`src/ibs_pkg.sv`:
```
// ----------------------------------------------------------------------------
// ibs_pkg
// Shared types and codes for the ignition burn sequencer.
// ----------------------------------------------------------------------------
package ibs_pkg;

  localparam int TIME_WIDTH_DEF   = 16;
  localparam int DRIVER_COUNT_DEF = 6;

  localparam int CMD_W       = 3;
  localparam int DRV_IDX_W   = 3;
  localparam int DRV_BITS_W  = 6;
  localparam int CAUSE_W     = 2;
  localparam int CFG_IDX_W   = 3;

  // Command codes
  localparam logic [CMD_W-1:0] CMD_TICK  = 3'd0;
  localparam logic [CMD_W-1:0] CMD_SET   = 3'd1;
  localparam logic [CMD_W-1:0] CMD_CLEAR = 3'd2;
  localparam logic [CMD_W-1:0] CMD_START = 3'd3;
  localparam logic [CMD_W-1:0] CMD_STOP  = 3'd4;

  // End-of-burn causes
  localparam logic [CAUSE_W-1:0] CAUSE_NONE = 2'd0;
  localparam logic [CAUSE_W-1:0] CAUSE_TIME = 2'd1;
  localparam logic [CAUSE_W-1:0] CAUSE_TRIP = 2'd2;
  localparam logic [CAUSE_W-1:0] CAUSE_STOP = 2'd3;

  // Configuration register indexes
  localparam logic [CFG_IDX_W-1:0] REG_BURN_MS          = 3'd0;
  localparam logic [CFG_IDX_W-1:0] REG_VALVE_LEAD_MS    = 3'd1;
  localparam logic [CFG_IDX_W-1:0] REG_SHUTOFF_DELAY_MS = 3'd2;
  localparam logic [CFG_IDX_W-1:0] REG_SHUTOFF_ENABLE   = 3'd3;
  localparam logic [CFG_IDX_W-1:0] REG_MAIN_VALVE_USED  = 3'd4;

  typedef struct packed {
    logic [CMD_W-1:0]     cmd;
    logic [DRV_IDX_W-1:0] driver_index;
    logic                 pressure_trip;
  } ibs_in_t;

  typedef struct packed {
    logic [DRV_BITS_W-1:0] driver_bits;
    logic                  igniter_on;
    logic                  main_valve_open;
    logic                  burning;
    logic [CAUSE_W-1:0]    end_cause;
  } ibs_out_t;

  // Burn control flags carried between the top level and the step logic
  typedef struct packed {
    logic burn_active;
    logic valve_opened;
    logic pressure_latched;
  } ibs_flags_t;

  typedef struct packed {
    logic shutoff_enable;
    logic main_valve_used;
  } ibs_cfg_flags_t;

endpackage

```
`src/ibs_step.sv`:
```
// ----------------------------------------------------------------------------
// ibs_step
// Next-state and result logic for one command against the burn state.
// ----------------------------------------------------------------------------
module ibs_step import ibs_pkg::*; #(
  parameter int TIME_WIDTH   = TIME_WIDTH_DEF,
  parameter int DRIVER_COUNT = DRIVER_COUNT_DEF
) (
  input  ibs_in_t                  item,
  input  ibs_cfg_flags_t           cfg_flags,
  input  logic [TIME_WIDTH-1:0]    burn_ms,
  input  logic [TIME_WIDTH-1:0]    valve_lead_ms,
  input  logic [TIME_WIDTH-1:0]    shutoff_delay_ms,
  input  ibs_flags_t               flags,
  input  logic [TIME_WIDTH-1:0]    elapsed,
  input  logic [DRIVER_COUNT-1:0]  drivers,
  output ibs_flags_t               flags_nxt,
  output logic [TIME_WIDTH-1:0]    elapsed_nxt,
  output logic [DRIVER_COUNT-1:0]  drivers_nxt,
  output ibs_out_t                 result
);

  localparam int EXT_W = (DRIVER_COUNT > DRV_BITS_W) ? DRIVER_COUNT : DRV_BITS_W;

  ibs_flags_t            f;
  logic [TIME_WIDTH-1:0] el;
  logic [CAUSE_W-1:0]    cause;
  logic [EXT_W-1:0]      drv_ext;

  always_comb begin
    f           = flags;
    el          = elapsed;
    drivers_nxt = drivers;
    cause       = CAUSE_NONE;

    if (item.cmd == CMD_START) begin
      f.pressure_latched = 1'b0;
    end else if (item.pressure_trip) begin
      f.pressure_latched = 1'b1;
    end

    case (item.cmd)
      CMD_TICK: begin
        if (f.burn_active && (el != {TIME_WIDTH{1'b1}})) begin
          el = el + TIME_WIDTH'(1);
        end
      end
      CMD_SET, CMD_CLEAR: begin
        for (int i = 0; i < DRIVER_COUNT; i++) begin
          if (int'(item.driver_index) == i) begin
            drivers_nxt[i] = (item.cmd == CMD_SET);
          end
        end
      end
      CMD_START: begin
        if (!f.burn_active) begin
          f.burn_active  = 1'b1;
          f.valve_opened = 1'b0;
          el             = '0;
        end
      end
      CMD_STOP: begin
        if (f.burn_active) begin
          f.burn_active  = 1'b0;
          f.valve_opened = 1'b0;
          cause          = CAUSE_STOP;
        end
      end
      default: ;
    endcase

    // burn checks run on every item, tick or not
    if (f.burn_active) begin
      if (el >= burn_ms) begin
        f.burn_active  = 1'b0;
        f.valve_opened = 1'b0;
        cause          = CAUSE_TIME;
      end else begin
        if (!f.valve_opened && cfg_flags.main_valve_used && (el > valve_lead_ms)) begin
          f.valve_opened = 1'b1;
        end
        if (cfg_flags.shutoff_enable && f.pressure_latched && (el > shutoff_delay_ms)) begin
          f.burn_active  = 1'b0;
          f.valve_opened = 1'b0;
          cause          = CAUSE_TRIP;
        end
      end
    end

    flags_nxt   = f;
    elapsed_nxt = el;
  end

  assign drv_ext = EXT_W'(drivers_nxt);

  assign result.driver_bits     = drv_ext[DRV_BITS_W-1:0];
  assign result.igniter_on      = flags_nxt.burn_active;
  assign result.main_valve_open = flags_nxt.valve_opened;
  assign result.burning         = flags_nxt.burn_active;
  assign result.end_cause       = cause;

endmodule

```
`src/ignition_burn_sequencer_unit.sv`:
```
// ----------------------------------------------------------------------------
// ignition_burn_sequencer_unit
// Timed burn sequencer with igniter, main valve and a bank of driver outputs.
// ----------------------------------------------------------------------------
// One command is taken per cycle and gives exactly one result. A transfer is
// captured in an input register, evaluated against the burn state in one pass
// of compare/increment logic, and lands in the result register, from which
// it is presented on out_data and held until out_ready takes it. Throughput
// is one item per clock; it drops only while the result register is held by
// out_ready low.
// Configuration writes take effect on the next cycle and belong between bursts.
module ignition_burn_sequencer_unit import ibs_pkg::*; #(
  parameter int TIME_WIDTH   = TIME_WIDTH_DEF,
  parameter int DRIVER_COUNT = DRIVER_COUNT_DEF
) (
  input  logic                  clk,
  input  logic                  rst_n,
  input  logic                  in_valid,
  output logic                  in_ready,
  input  ibs_in_t               in_data,
  output logic                  out_valid,
  input  logic                  out_ready,
  output ibs_out_t              out_data,
  input  logic                  cfg_we,
  input  logic [CFG_IDX_W-1:0]  cfg_index,
  input  logic [TIME_WIDTH-1:0] cfg_wdata
);

  // configuration
  logic [TIME_WIDTH-1:0] burn_ms_r;
  logic [TIME_WIDTH-1:0] valve_lead_ms_r;
  logic [TIME_WIDTH-1:0] shutoff_delay_ms_r;
  ibs_cfg_flags_t        cfg_flags_r;

  // burn state
  ibs_flags_t              flags_r, flags_nxt;
  logic [TIME_WIDTH-1:0]   elapsed_r, elapsed_nxt;
  logic [DRIVER_COUNT-1:0] drivers_r, drivers_nxt;

  // pipeline
  logic     s1_valid_r;
  ibs_in_t  s1_data_r;
  logic     out_valid_r;
  ibs_out_t out_data_r;
  ibs_out_t result;
  logic     s1_fire;

  always_ff @(posedge clk) begin
    if (!rst_n) begin
      burn_ms_r                   <= '0;
      valve_lead_ms_r             <= '0;
      shutoff_delay_ms_r          <= '0;
      cfg_flags_r.shutoff_enable  <= 1'b0;
      cfg_flags_r.main_valve_used <= 1'b1;
    end else if (cfg_we) begin
      case (cfg_index)
        REG_BURN_MS:          burn_ms_r                   <= cfg_wdata;
        REG_VALVE_LEAD_MS:    valve_lead_ms_r             <= cfg_wdata;
        REG_SHUTOFF_DELAY_MS: shutoff_delay_ms_r          <= cfg_wdata;
        REG_SHUTOFF_ENABLE:   cfg_flags_r.shutoff_enable  <= cfg_wdata[0];
        REG_MAIN_VALVE_USED:  cfg_flags_r.main_valve_used <= cfg_wdata[0];
        default: ;
      endcase
    end
  end

  assign s1_fire  = s1_valid_r && (!out_valid_r || out_ready);
  assign in_ready = !s1_valid_r || s1_fire;

  ibs_step #(
    .TIME_WIDTH   (TIME_WIDTH),
    .DRIVER_COUNT (DRIVER_COUNT)
  ) u_step (
    .item             (s1_data_r),
    .cfg_flags        (cfg_flags_r),
    .burn_ms          (burn_ms_r),
    .valve_lead_ms    (valve_lead_ms_r),
    .shutoff_delay_ms (shutoff_delay_ms_r),
    .flags            (flags_r),
    .elapsed          (elapsed_r),
    .drivers          (drivers_r),
    .flags_nxt        (flags_nxt),
    .elapsed_nxt      (elapsed_nxt),
    .drivers_nxt      (drivers_nxt),
    .result           (result)
  );

  always_ff @(posedge clk) begin
    if (!rst_n) begin
      s1_valid_r  <= 1'b0;
      out_valid_r <= 1'b0;
      flags_r     <= '0;
      elapsed_r   <= '0;
      drivers_r   <= '0;
    end else begin
      if (in_ready) begin
        s1_valid_r <= in_valid;
      end
      if (s1_fire) begin
        out_valid_r <= 1'b1;
        flags_r     <= flags_nxt;
        elapsed_r   <= elapsed_nxt;
        drivers_r   <= drivers_nxt;
      end else if (out_ready) begin
        out_valid_r <= 1'b0;
      end
    end
  end

  always_ff @(posedge clk) begin
    if (in_valid && in_ready) begin
      s1_data_r <= in_data;
    end
    if (s1_fire) begin
      out_data_r <= result;
    end
  end

  assign out_valid = out_valid_r;
  assign out_data  = out_data_r;

  // a reported end cause always comes with the burn already off
  a_cause_ends_burn: assert property (@(posedge clk) disable iff (!rst_n)
    out_valid_r && (out_data_r.end_cause != CAUSE_NONE) |-> !out_data_r.burning)
    else $error("end cause reported while still burning");

  // valve is never shown open outside a burn
  a_valve_in_burn: assert property (@(posedge clk) disable iff (!rst_n)
    out_valid_r && out_data_r.main_valve_open |-> out_data_r.burning)
    else $error("main valve open without a burn");

  // only a start may move the elapsed count backward
  a_elapsed_mono: assert property (@(posedge clk) disable iff (!rst_n)
    s1_fire && (s1_data_r.cmd != CMD_START) |-> elapsed_nxt >= elapsed_r)
    else $error("elapsed count went backward");

  // a held input stage must block new transfers
  a_stage_block: assert property (@(posedge clk) disable iff (!rst_n)
    s1_valid_r && !s1_fire |-> !in_ready)
    else $error("input accepted over a stalled stage");

endmodule
```
`config.mk`:
```
export PLATFORM = sky130hd
export DESIGN_NAME = ignition_burn_sequencer_unit
export DESIGN_NICKNAME = d
export VERILOG_FILES = /design/src/ibs_pkg.sv /design/src/ibs_step.sv /design/src/ignition_burn_sequencer_unit.sv
export SDC_FILE = /design/constraint.sdc
export NUM_CORES = 1
export LEC_CHECK = 0
export ABC_AREA = 1
export BUFFER_PORTS_ARGS = -buffer_cell sky130_fd_sc_hd__buf_4
export CAP_MARGIN = 20
export CORE_MARGIN = 2
export CORE_UTILIZATION = 54
export DETAILED_ROUTE_END_ITERATION = 8
export GPL_TIMING_DRIVEN = 0
export PLACE_DENSITY = 0.8
export SYNTH_ARGS = -nofsm -noshare
export SYNTH_HDL_FRONTEND = slang
export SYNTH_SLANG_ARGS = --single-unit
```
`constraint.sdc`:
```
create_clock -name clk -period 3.1 [get_ports clk]
set_clock_uncertainty 0.2 [all_clocks]
set_input_delay 0.465 -clock clk [delete_from_list [all_inputs] [get_ports clk]]
set_output_delay 0.465 -clock clk [all_outputs]
set_load 0.03 [all_outputs]
```
# Yosys cells after proc, flatten, opt, wreduce, memory -nomap -nowiden
# Index checks and enable logic that the tools add are counted.
# Widths: inputs -> output; s select.
# classes
addsub	1
n_reduce_logical	22
muxes	26
bitwise_logic	0
n_div	0
order_cmp	3
mul	0
n_eq_ne	14
shifts	0
# ops
cell	n
$gt 16x16->1	2
$mux 16	2
$pmux 16 s2	1
$eq 3x3->1 const B	6
$add 16x1->16 const B	1
$ge 16x16->1	1
$mux 2	8
$ne 16x16->1 const B	1
$eq 3x2->1 const B	5
$mux 1	13
$reduce_and 2->1	5
$logic_not 3->1	3
$logic_and 1x1->1	7
$eq 3x1->1 const B	2
$mux 6	1
$pmux 2 s2	1
$logic_not 1->1	3
$logic_or 1x1->1	2
$reduce_bool 2->1	1
$reduce_or 2->1	1
# totals
word_cells	85
regBits	94
ram_bits	0
mem_bits_ro	0
inputBits	31
output_inout_bits	13
latchBits	0
n_memories	0

# Longest topological paths before layout
# Gate-level depths: netlist of run 1.
# logic_depth
ltp_word	10
mapped_depth	26
ltp_nobuf	26

# Cells and area by module
# A second synthesis of run 1 with hierarchy kept.
# hier_totals
hier_cells	839
hier_area_um2	5904.4
# modules_own_cells
mod	n_inst	area_each_um2	cells_each
ignition_burn_sequencer_unit	1	3766.1	464
ibs_step	1	2138.3	375

# Least setup slack after synthesis of run 1
# No wires, ideal clock.
# synth_timing
path_kind	register to register
startpoint	register elapsed_r[0]
endpoint	register out_data_r, in the netlist out_data[3] (data pin)
arrival_time_ns	2.805
path_buffers	0
setup_slack_ns	-0.160
path_stages_with_launch	24
required_ns	2.645
path_cell_list	dfxtp_1 -> ha_1 -> nand2_1 -> nor2_1 -> nand2_2 -> o21ai_4 -> inv_1 -> nand2_1 -> nor3_1 -> nand3_1 -> o21ai_0 -> o21ai_0 -> ha_1 -> nand2_1 -> nor2_1 -> nand2_1 -> nor3_1 -> o21ai_1 -> nand2_1 -> nand2_1 -> a21oi_1 -> a21oi_1 -> nand3_1 -> nand2_1
# synth_rtl
item	line_no	rtl
from (decl)	ignition_burn_sequencer_unit.sv:37	logic [TIME_WIDTH-1:0] elapsed_r, elapsed_nxt;
from (signal assigned)	ignition_burn_sequencer_unit.sv:102	elapsed_r <= elapsed_nxt;
to (signal assigned)	ignition_burn_sequencer_unit.sv:115	out_data_r <= result;
to (decl)	ignition_burn_sequencer_unit.sv:44	ibs_out_t out_data_r;

# Final worst setup path of run 1
# layout_timing
startpoint	register elapsed_r[0]
endpoint	register flags_r[1] in the netlist's numbering
# layout_between
elab_chain_cells	10
word_cells_on_any_way	15
# layout_lines
item	line_no	rtl
branches (longest 2 deep; another with $add 16x1->16)	n/a	
$mux 16 (*)	ibs_step.sv:44	if (f.burn_active && (el != {TIME_WIDTH{1'b1}})) begin
$pmux 16 s2 (*)	ibs_step.sv:42	case (item.cmd)
net elapsed_nxt[13]	ignition_burn_sequencer_unit.sv:37	
$gt 16x16->1	ibs_step.sv:79	if (!f.valve_opened && cfg_flags.main_valve_used && (el > valve_lead_ms)) begin
$logic_and 1x1->1	ibs_step.sv:79	
$mux 1	ibs_step.sv:79	
$mux 2	ibs_step.sv:82	if (cfg_flags.shutoff_enable && f.pressure_latched && (el > shutoff_delay_ms)) begin
$mux 2 (*)	ibs_step.sv:74	if (el >= burn_ms) begin
$mux 2 (*)	ibs_step.sv:73	if (f.burn_active) begin
to (signal assigned)	ignition_burn_sequencer_unit.sv:101	flags_r <= flags_nxt;
to (decl)	ignition_burn_sequencer_unit.sv:36	ibs_flags_t flags_r, flags_nxt;
# Mark *: on every way through the listed nets, which the timed path passes.
# A chain may end at the register's enable or synchronous reset.

==> flow_summary.yaml, run 1 <==
critical_path:
  crit_required_ps: 3170
  endpoint: "flags_r[1]"
  cp.depth: 25
  arrival_ps: 3750
  crit_family: "compound AO/OA/AOI/OAI gates"
  cp-start-kind: "flop"
  worstPathMaxFanout: 4
  timing.rr.end: "flags_r[1]"
  r2r-start: "elapsed_r[0]"
  cp-end-kind: "flop"
  path_buf_inv: 3
  rrSetupSlack_ps: -570
  max_stage_delay_ps: 390
  worstSetupStartpoint: "elapsed_r[0]"
  crit_type: "reg -> reg"
  r2r_cells: 25
  cp_slowest_cell: "dfxtp_4"
cts:
  cts_hold_buf: 0
  cts_max_level: 3
  clock-root-buffer: "clkbuf_8"
  cts_made_buffers: 9
  cts_tree: "built"
  cts.sinks: 94
  ctsLongestPathBuffers: 2
  clk_pin_slew_worst_paths_ps: 100
  clock_latency_ps: 370
finish:
  drive_gt1_frac: 0.2714
  final_common_cell: "inv_1"
  multiInputGateArea_um2: 3009
  syn2layout_area_growth_pct: 30.70
  fillers: 658
  n_antenna_cell: 0
  nets: 842
  layout_common_cells: "inv_1, a21oi_1, o21ai_0"
  fin_util: 0.7257
  fin_area_um2: 6674
  seqCellArea_um2: 2074
status:
  failed_checks: "setup timing"
  status: "finished, violations left"
place:
  gp_congestion: 0.9030
  pre_cts_slack_ps: -780.4
  port_buffers: 43
  placed_area_um2: 5590
  dp_hpwl_um: 9659
sta:
  setup_viol: 6
  tns_ps: -2933
  maxSlewViolCount: 0
  fmaxAchievable_mhz: 272.2
  setup_ws_ps: -573.5
  tightest_slew_ps: 595.5
  timing.final.crit_share: 1.185
  slew_headroom: 0.6030
  finalHoldViolCount: 0
  finalCriticalPeriod_ps: 3674
  rsz0062_at_grt: "true"
floorplan:
  num_rows: 35
  core_area_um2: 9196
  die_w_um: 101.2
  die_h_um: 101.2
  die-area_um2: 10250
  io_pins: 44
  start_util: 0.5552
yosys:
  synthDistinctLibCells: 33
  ys_ff_latch: 94
  syn_area_um2: 5106
  synthArstFlopShare: 0
  ys_seq_area_frac: 0.4019
  ys.flop_type: "dfxtp_1"
  netlist_instances: 673
  synth-edff-count: 17
  yosysWarningCount: 0
  synthesis.area_per_instance_um2: 7.587
  syn_nets: 750
power:
  p_leak_nw: 2.972
  vdd_drop_max_mv: 0.2348
  p_per_area_nw_per_um2: 448.0
  total_power_w: 0.002990
route:
  wl_um: 15070
  wire_per_inst_um: 17.10
  drt-initial-drc-count: 295
  drc: 0
  via_per_inst: 5.822
  vias: 5129
  postRouteAntennaNets: 0
  dr.pass1.iters: 5
global_route:
  grt_usage: 0.2655
  grt_max_degree: 20
  grt_pass1_wl_um: 21630
  antenna_found_initial: 0
  grt_pass1_vias: 4687
  overflow: 0
hold_path:
  hold_class: "in -> reg"
job:
  max_cap_viol_count: 0
## report_power, final
group / total (W) / internal, W / switching [W]
registers: 0.00134 / 0.00131 / 0.0000353
clock network: 0.000891 / 0.000396 / 0.000495
logic: 0.000757 / 0.000298 / 0.000459
total: 0.00299 / 0.00200 / 0.000990
## logic make-up after synthesis
family	after synthesis	synth area share
AND/OR/NAND/NOR	154	0.1306
flip-flops	94	0.4019
adder cells (fa/ha/maj)	46	0.1127
XOR/XNOR	3	0.005147
AO/OA/AOI/OAI	222	0.2316
buffers and inverters	151	0.1122
multiplexers	3	0.005881
## metrics by stage
| step | hold WS [ps] | std cells |
|---|---|---|
| finish | 60.20 | 881 |
| global route | 48.95 | 881 |
| CTS | 57.39 | 857 |
| detailed placement | 253.5 | 827 |
| global placement | 246.3 | 827 |
| floorplan | 230.7 | 673 |
## metal layers
metal / track usage / vias to the layer above / share of wire
li1: - / 2429 / -
met1: 0.3354 / 2431 / 0.40
met2: 0.4682 / 223 / 0.50
met3: 0.03175 / 46 / 0.061
met4: 0.09459 / 0 / 0.037
met5: 0 / - / 0
## layout make-up
class | count | area share
Multi-Input combinational cell | 428 | 0.4509
Inverter | 127 | 0.07255
Clock buffer | 9 | 0.01856
Timing Repair Buffer | 81 | 0.09449
Clock inverter | 7 | 0.01350
Sequential cell | 94 | 0.3108
Tap cell | 111 | 0.02081
Buffer | 24 | 0.01837
## registers in the layout (all words and copies together), names as in the netlist, 2 cells and up
signal              count
valve_lead_ms_r        16
drivers_r               6
out_data               10
burn_ms_r              16
s1_data_r               7
shutoff_delay_ms_r     16
flags_r                 3
elapsed_r              16
cfg_flags_r             2
## worst min path at each step
stage	startpoint	endpoint	slack, ps	cells past startpoint
floorplan	cfg_flags_r[1]	cfg_flags_r[1]	230	2
global placement	valve_lead_ms_r[1]	valve_lead_ms_r[1]	250	2
detailed placement	burn_ms_r[13]	burn_ms_r[13]	250	2
CTS	in_data[4]	s1_data_r[4]	60	1
global route	in_data[1]	s1_data_r[1]	50	1
finish	in_data[1]	s1_data_r[1]	60	1
## synthesized netlist by cell type (4+ instances only)
cell type	instances	area share
nand4_1	4	0.0049
inv_1	126	0.093
nor2_1	34	0.025
nand2_1	72	0.053
nand2_2	6	0.0074
edfxtp_1	17	0.10
a221oi_1	4	0.0069
dfxtp_1	77	0.30
nor3_1	10	0.0098
o21ai_0	96	0.094
ha_1	46	0.11
a21oi_1	105	0.10
clkbuf_1	21	0.015
nand3_1	21	0.021
## timing repair
| action | CTS | global route |
|---|---|---|
| endpoints found under the setup margin | 6 | 6 |
| buffers inserted | 14 | 25 |
| pin swaps | 36 | 52 |
| gates resized for setup | 54 | 91 |
Note: power is estimated with default switching activity, not from simulation.
==> run 2: changes to the inputs <==
--- a/config.mk
+++ b/config.mk
@@ -6,7 +6,7 @@
 export NUM_CORES = 1
 export LEC_CHECK = 0
 export ABC_AREA = 1
-export BUFFER_PORTS_ARGS = -buffer_cell sky130_fd_sc_hd__buf_4
+export BUFFER_PORTS_ARGS = -buffer_cell sky130_fd_sc_hd__buf_2
 export CAP_MARGIN = 20
 export CORE_MARGIN = 2
 export CORE_UTILIZATION = 54
==> flow_summary.yaml, run 2 (synthesized netlist as in run 1, its figures left out) <==
power:
  p_per_area_nw_per_um2: 468.0
  clkPwrFrac: 0.303
  p_sw_frac: 0.3359
  switchingPower_w: 0.0009911
  vdd_drop_max_mv: 0.2963
  p_leak_nw: 2.852
  total_power_w: 0.002950
  p_comb_frac: 0.243
  cell_internal_pwr_w: 0.001959
  pwr-share-seq: 0.454
route:
  dr.pass1.iters: 5
  drt-initial-drc-count: 307
  vias: 5106
  postRouteAntennaNets: 0
  drc: 0
  wl_um: 14870
  wire_per_inst_um: 17.11
  via_per_inst: 5.876
cts:
  cts.sinks: 94
  clk_pin_slew_worst_paths_ps: 110
  cts_made_buffers: 9
  ctsLongestPathBuffers: 2
  clock_latency_ps: 380
  clock-root-buffer: "clkbuf_8"
  cts_max_level: 3
  cts_tree: "built"
critical_path:
  cp_slowest_cell: "dfxtp_4"
  cp-start-kind: "flop"
  cpMostUsedCell: "nand2_4"
  worstPathMaxFanout: 5
  crit_required_ps: 3030
  arrival_ps: 3640
  max_stage_delay_ps: 380
  cp-end-kind: "flop"
  crit_family: "simple AND/OR/NAND/NOR gates"
  crit_type: "reg -> reg"
  path_buf_inv: 2
hold_path:
  hold_class: "in -> reg"
global_route:
  antenna_found_initial: 0
  grt_pass1_wl_um: 22190
  overflow: 0
  grt_pass1_vias: 4890
  grt_usage: 0.2750
  grt_max_degree: 20
sta:
  rsz0062_at_grt: "true"
  tns_ps: -3019
  tightest_slew_ps: 593.9
  timing.final.crit_share: 1.199
  finalHoldViolCount: 0
  slew_headroom: 0.6041
  finalCriticalPeriod_ps: 3716
  setup_viol: 6
  fmaxAchievable_mhz: 269.1
  setup_ws_ps: -616.1
  maxSlewViolCount: 0
finish:
  fin_util: 0.6856
  drive_gt1_frac: 0.2335
  fillers: 698
  fin_area_um2: 6305
  final_common_cell: "inv_1"
  layout_common_cells: "inv_1, a21oi_1, o21ai_0"
  nets: 830
  n_antenna_cell: 0
  syn2layout_area_growth_pct: 23.47
floorplan:
  start_util: 0.5552
  num_rows: 35
  die_w_um: 101.2
  die_h_um: 101.2
  core_area_um2: 9196
  die-area_um2: 10250
  io_pins: 44
place:
  pre_cts_slack_ps: -790.7
  placed_area_um2: 5483
  gp_congestion: 0.9024
  port_buffers: 43
  dp_hpwl_um: 9715
status:
  status: "finished, violations left"
  failed_checks: "setup timing"
job:
  max_cap_viol_count: 0
## run 2: cell types whose count changed in the layout (fill, tap and decap cells not counted), sizes merged
cell and change:
inv +2, buf -12, clkinv -2
## run 2: power groups by stage
stage	Sequential, W	Combinational (W)	Clock (W)
after floorplan	0.00137	0.000362	0
after global placement	0.00136	0.000505	0
after detailed placement	0.00136	0.000528	0
after CTS	0.00134	0.000612	0.000891
after global routing	0.00135	0.000783	0.000949
final	0.00134	0.000716	0.000894
## run 2: path summary, 6_finish.rpt
path | from | end | slack [ps] | cells after the start
max | elapsed_r[0] | out_data[3] | -620 | 25
min | in_data[6] | s1_data_r[6] | 50 | 1
max reg2reg | elapsed_r[0] | out_data[3] | -620 | 25
min reg2reg | burn_ms_r[1] | burn_ms_r[1] | 270 | 2
## run 2: cell type report
class                           count  area [um^2]  area share
Sequential cell                    94         2073      0.3288
Clock buffer                        9        123.9     0.01965
Buffer                             24        110.1     0.01746
Multi-Input combinational cell    428         2859      0.4535
Inverter                          127        484.2     0.07680
Timing Repair Buffer               69        430.4     0.06827
Tap cell                          111        138.9     0.02203
Clock inverter                      7        85.08     0.01349
## run 2: per-stage QoR
step / cells / hold slack (ps)
3_3_place_gp: 827 / 246.7
6_report: 869 / 49.74
2_1_floorplan: 673 / 230.7
5_1_grt: 869 / 46.34
4_1_cts: 861 / 46.80
3_5_place_dp: 827 / 254.6
## run 2: routing by layer
| layer | track usage | wire [um] | vias to the layer above |
|---|---|---|---|
| met1 | 0.3261 | 5660 | 2368 |
| met4 | 0.1133 | 567 | 0 |
| li1 | - | - | 2407 |
| met2 | 0.4962 | 7576 | 275 |
| met5 | 0 | 0 | - |
| met3 | 0.04072 | 1063 | 56 |
## run 2: repair_timing
action | 4_1_cts | 5_1_grt
buffers inserted | 18 | 8
gates resized for setup | 62 | 52
pin swaps | 32 | 32
hold buffers | 0 | 0
setup endpoints to repair | 6 | 6
